**src/sv/otrb_pkg.sv**
```systemverilog
`default_nettype none
// ----------------------------------------------------------------------------
// otrb_pkg
// Types and constants for the overwriting trace ring buffer.
// ----------------------------------------------------------------------------
package otrb_pkg;

  localparam int Depth = 1024;
  localparam int PtrW = $clog2(Depth);
  localparam int CntW = PtrW + 1;
  localparam int LevelLsb = 24;
  localparam int LevelBits = 4;
  localparam int QDepth = 2;

  localparam logic [1:0] CMD_LOG = 2'd0;
  localparam logic [1:0] CMD_READ = 2'd1;
  localparam logic [1:0] CMD_CLEAR = 2'd2;
  localparam logic [1:0] CMD_UNUSED = 2'd3;

  localparam logic [2:0] ST_LOGGED = 3'd0;
  localparam logic [2:0] ST_CAT_DROP = 3'd1;
  localparam logic [2:0] ST_LVL_DROP = 3'd2;
  localparam logic [2:0] ST_READ = 3'd3;
  localparam logic [2:0] ST_NONE = 3'd4;
  localparam logic [2:0] ST_CLEARED = 3'd5;

  localparam logic CFG_CATEGORY_MASK = 1'b0;
  localparam logic CFG_MIN_LEVEL = 1'b1;

  typedef struct packed {
    logic [1:0] cmd;
    logic [31:0] category;
    logic [31:0] tag;
    logic signed [31:0] extra_a;
    logic signed [31:0] extra_b;
    logic [63:0] timestamp;
    logic [31:0] want_sequence;
  } in_item_t;

  typedef struct packed {
    logic [2:0] status;
    logic [31:0] got_sequence;
    logic [63:0] got_timestamp;
    logic [31:0] got_category;
    logic [31:0] got_tag;
    logic signed [31:0] got_extra_a;
    logic signed [31:0] got_extra_b;
    logic [31:0] overtaken_count;
    logic [10:0] remaining_count;
    logic [31:0] total_count;
  } out_item_t;

  typedef struct packed {
    logic [63:0] timestamp;
    logic [31:0] category;
    logic [31:0] tag;
    logic [31:0] extra_a;
    logic [31:0] extra_b;
    logic [31:0] seq;
  } entry_t;

  // classified operation from front to back
  typedef struct packed {
    logic [2:0] status;
    logic wr;
    logic rd;
    logic [PtrW-1:0] slot;
    entry_t entry;
    logic [31:0] lost;
    logic [CntW-1:0] remain;
    logic [31:0] total;
  } op_t;

endpackage

`default_nettype wire

```
**src/sv/otrb_front.sv**
```systemverilog
`default_nettype none
// ----------------------------------------------------------------------------
// otrb_front
// Filters items, keeps pointers and counters, issues store operations.
// ----------------------------------------------------------------------------
module otrb_front (
  input wire logic clk,
  input wire logic rst,
  input wire logic cfg_we,
  input wire logic cfg_idx,
  input wire logic [31:0] cfg_data,
  input wire logic in_valid,
  input wire otrb_pkg::in_item_t in_item,
  output otrb_pkg::op_t op
);
  import otrb_pkg::*;

  logic [31:0] category_mask;
  logic [3:0] min_level;
  logic [PtrW-1:0] head_ptr, tail_ptr;
  logic [CntW-1:0] held_count;
  logic [31:0] logged_total, lost_total;

  logic [LevelBits-1:0] level;
  logic [31:0] base, d;
  logic full;

  always_comb begin
    level = in_item.tag[LevelLsb +: LevelBits];
    full = held_count >= CntW'(Depth);
    base = logged_total - 32'(held_count);
    d = in_item.want_sequence - base;
    if (d[31]) d = '0;
  end

  always_ff @(posedge clk) begin
    if (rst) begin
      category_mask <= '1;
      min_level <= '0;
    end else if (cfg_we) begin
      if (cfg_idx == CFG_CATEGORY_MASK) category_mask <= cfg_data;
      else min_level <= cfg_data[3:0];
    end
  end

  always_ff @(posedge clk) begin
    if (rst) begin
      head_ptr <= '0;
      tail_ptr <= '0;
      held_count <= '0;
      logged_total <= '0;
      lost_total <= '0;
    end else if (in_valid) begin
      case (in_item.cmd)
        CMD_LOG: begin
          if ((in_item.category & category_mask) != 0 &&
              !(min_level != 0 && 8'(level) < 8'(min_level))) begin
            if (full) begin
              tail_ptr <= (tail_ptr == PtrW'(Depth - 1)) ? '0 : tail_ptr + 1'b1;
              lost_total <= lost_total + 1;
            end else begin
              held_count <= held_count + 1'b1;
            end
            head_ptr <= (head_ptr == PtrW'(Depth - 1)) ? '0 : head_ptr + 1'b1;
            logged_total <= logged_total + 1;
          end
        end
        CMD_CLEAR: begin
          head_ptr <= '0;
          tail_ptr <= '0;
          held_count <= '0;
          logged_total <= '0;
          lost_total <= '0;
        end
        default: ;
      endcase
    end
  end

  logic [CntW:0] sum;
  always_comb begin
    op = '0;
    sum = '0;
    op.lost = lost_total;
    op.total = logged_total;
    op.status = ST_NONE;
    case (in_item.cmd)
      CMD_LOG: begin
        if ((in_item.category & category_mask) == 0) begin
          op.status = ST_CAT_DROP;
        end else if (min_level != 0 && 8'(level) < 8'(min_level)) begin
          op.status = ST_LVL_DROP;
        end else begin
          op.status = ST_LOGGED;
          op.wr = 1'b1;
          op.slot = head_ptr;
          op.entry.timestamp = in_item.timestamp;
          op.entry.category = in_item.category;
          op.entry.tag = in_item.tag;
          op.entry.extra_a = in_item.extra_a;
          op.entry.extra_b = in_item.extra_b;
          op.entry.seq = logged_total;
          op.total = logged_total + 1;
          op.lost = full ? lost_total + 1 : lost_total;
        end
      end
      CMD_READ: begin
        if (d < 32'(held_count)) begin
          op.status = ST_READ;
          op.rd = 1'b1;
          sum = (CntW + 1)'(tail_ptr) + (CntW + 1)'(d[CntW-1:0]);
          if (sum >= (CntW + 1)'(Depth)) sum = sum - (CntW + 1)'(Depth);
          op.slot = sum[PtrW-1:0];
          op.remain = held_count - d[CntW-1:0] - 1'b1;
        end
      end
      CMD_CLEAR: begin
        op.status = ST_CLEARED;
        op.lost = '0;
        op.total = '0;
      end
      default: ;
    endcase
  end

endmodule

`default_nettype wire

```
**config.mk**
```make
export PLATFORM = sky130hd
export DESIGN_NAME = otrb_front
export DESIGN_NICKNAME = d
export VERILOG_FILES = /design/src/sv/otrb_pkg.sv /design/src/sv/otrb_front.sv
export SDC_FILE = /design/constraint.sdc
export NUM_CORES = 1
export LEC_CHECK = 0
export ABC_AREA = 1
export BUFFER_PORTS_ARGS = -buffer_cell sky130_fd_sc_hd__buf_2
export CAP_MARGIN = 30
export CELL_PAD_IN_SITES_DETAIL_PLACEMENT = 0
export CELL_PAD_IN_SITES_GLOBAL_PLACEMENT = 1
export CORE_AREA = 10 10 218 220
export CTS_CLUSTER_DIAMETER = 60
export DETAILED_ROUTE_END_ITERATION = 10
export DIE_AREA = 0 0 228 230
export PLACE_DENSITY = 0.93
export SETUP_SLACK_MARGIN = 0.2
export SLEW_MARGIN = 25
export SYNTH_ARGS = -nofsm -noshare
export SYNTH_HDL_FRONTEND = slang
export SYNTH_SLANG_ARGS = --single-unit
```
**constraint.sdc**
```tcl
create_clock -name clk -period 16.4 [get_ports clk]
set_input_delay 4.92 -clock clk [delete_from_list [all_inputs] [get_ports clk]]
set_output_delay 4.92 -clock clk [all_outputs]
set_load 0.05 [all_outputs]
```
==> flow_summary.yaml <==
detailed_routing:
  drt-initial-drc-count: 1559
  vias: 17075
  drc: 0
  wl_per_cell_um: 18.4
  drt-total-wl_um: 66100
  drt_first_pass_iters: 6
  drtAntennaViolNets: 0
  vias_per_cell: 4.76
place:
  dp_hpwl_um: 55200
  place_area_um2: 17400
  port-buffer-count: 576
  gp_congestion: 0.997
sta:
  fin_skew_ns: 0.0145
  tightest_slew_ns: 0.947
  fin_hold_ws_ns: 0.456
  fin_crit_ns: 14.57
  slew_headroom: 0.369
  drv_slew: 0
  max_clock_freq_mhz: 68.6
  setup_viol: 0
  fin_crit_sh: 0.888
  fin_setup_tns_ns: 0
  final_hold_viol_count: 0
  rsz0062_at_grt: "no"
synth:
  synth_area_um2: 14100
  synth.area.top_cells: "dfxtp_1, nand2_1, inv_1"
  yosysTopAreaCell: "dfxtp_1"
  yosysSeqAreaShare: 0.186
  synth_edf_count: 0
  async_reset_ff_frac: 0
  yosysUniqueCellTypes: 53
  synth.most_common_cell: "nand2_1"
  synthTopCellsByCount: "nand2_1, inv_1, nor2_1"
  synth_top_area_share: 0.186
  syn_nets: 2832
  synth_seq_cells: 131
  synth_top_flop_cell: "dfxtp_1"
  synth_warnings: 0
  synth_cells: 2463
  avgSynthCellArea_um2: 5.74
grt:
  grt_max_degree: 164
  grt_pass1_vias: 15958
  antenna_found_initial: 3
  track_usage: 0.237
  grt_pass1_wl_um: 98100
  globalRoute.totalOverflow: 0
clock_network:
  postCtsResizedCells: 0
  clk_path_buf_depth: 2
  clock_latency_ns: 0.43
  numClockSinks: 131
  cts_root_buf: "clkbuf_16"
  cts_setup_buffers: 0
  cts_htree_levels: 4
  numCtsBuffers: 17
  postCtsHoldBufs: 0
  clk_pin_slew_ns: 0.06
  cts_tree: "built"
critical_path:
  critPathMostFrequentCell: "nand2_2"
  cp_max_fo: 14
  cp_data_arrival_time_ns: 9.65
  crit_type: "primary input to primary output"
  slowest_delay_ns: 0.53
  crit_buf_inv: 6
  critical-path-top-delay-family: "simple AND/OR/NAND/NOR gates"
  startpoint_type: "primary input"
  slowest_stage: "fa_1"
  worstSetupEndpointType: "primary output"
  worstPathRequired_ns: 11.48
pwr:
  p_leak_nw: 10.2
  p_per_area_nw_per_um2: 65.6
  totalPowerFinal_mw: 1.19
  peakVddDrop_uv: 73.5
cells_and_area:
  seqCellArea_um2: 2620
  final_util: 0.422
  fillers: 4720
  syn_to_final_growth_pct: 28.0
  stdcell_area_um2: 18100
  fin_nets: 3354
  multiInputGateArea_um2: 9240
  final_layout_size_suffix_gt1_frac: 0.233
hold_path:
  hp-class: "flop to flop"
die:
  die_area_um2: 52400
  initial_utilization: 0.329
  chipHeight_um: 230
  fp-row-count: 76
  core_area_um2: 42900
  ios: 577
  die_w_um: 228
status:
  outcome: "completed"
run:
  maxCapViolCount: 0
-- routing by layer --
layer	vias to the layer above	share of wire	global-route usage
li1	8596	-	-
met3	55	0.089	0.0536
met2	758	0.44	0.370
met1	7664	0.46	0.326
met5	-	0.00020	0
met4	2	0.014	0.0502
-- placed cells by master, fill, tap and decap left out, types with 64 or more instances in the layout --
cell type  count
dfxtp_1      131
ha_1          93
a21oi_1      131
nor2_1       361
xor2_1        82
o21ai_0       64
inv_1        491
buf_2        576
nand2_1      621
nand3_1       99
-- path summary, 6_finish.rpt --
path | start | end | slack, ns | depth (start not counted)
worst max-delay path | in_item[9] | op[312] | 1.83 | 30
worst min-delay path | category_mask[17]$_SDFFE_PP1P_ | category_mask[17]$_SDFFE_PP1P_ | 0.46 | 2
worst max register to register | min_level[1]$_SDFFE_PP0P_ | lost_total[25]$_SDFFE_PP0P_ | 13.09 | 12
worst min register to register | category_mask[17]$_SDFFE_PP1P_ | category_mask[17]$_SDFFE_PP1P_ | 0.46 | 2
-- state kept, by name (all words and copies together) (netlist names) --
signal / count
category_mask: 32
head_ptr: 10
held_count: 11
logged_total: 32
lost_total: 32
min_level: 4
tail_ptr: 10
-- worst reg2reg max path, cell delays in order, from the launching register on --
cell      delay, ns
dfxtp_1        0.31
inv_1          0.06
ha_1           0.26
a21boi_0       0.17
o211ai_1       0.10
nand3_1        0.28
nand2_4        0.15
nand2_2        0.27
nand3_2        0.71
buf_4          0.58
nand2_1        0.12
o21a_1         0.11
nor2_1         0.03
-- kinds of logic (layout without fill, tap and decap cells) --
kind of cell / after synthesis / in the layout / synth area share
AOI/OAI and AO/OA: 261 / 261 / 0.101
other: 0 / 1 / 0
and+or+nand+nor: 1284 / 1284 / 0.392
adders and majority gates: 106 / 106 / 0.101
buffers and inverters: 586 / 1121 / 0.161
DFF: 131 / 131 / 0.186
xor gates and xnor gates: 95 / 95 / 0.0589
-- per-stage QoR --
stage | instances | setup slack [ns]
2_1_floorplan | 2463 | 2.46
3_3_place_gp | 3549 | 2.02
3_5_place_dp | 3549 | 1.87
4_1_cts | 3581 | 1.86
5_1_grt | 3583 | 1.31
6_report | 3584 | 1.83
-- where the power goes --
group	total, mW	internal (mW)	switching, mW
Combinational	0.461	0.127	0.333
Clock	0.393	0.242	0.151
Sequential	0.332	0.326	0.00619
Total	1.19	0.696	0.491
-- area by class of cell --
type,instances,area share
sequential,131,0.145
antenna,1,0.000138
clock buffer,19,0.0245
clock inverter,13,0.00886
multi-input combinational,1746,0.511
tap,585,0.0405
inverter,503,0.105
timing repair buffer,586,0.165
No activity file was read; power rests on OpenSTA's default activity.
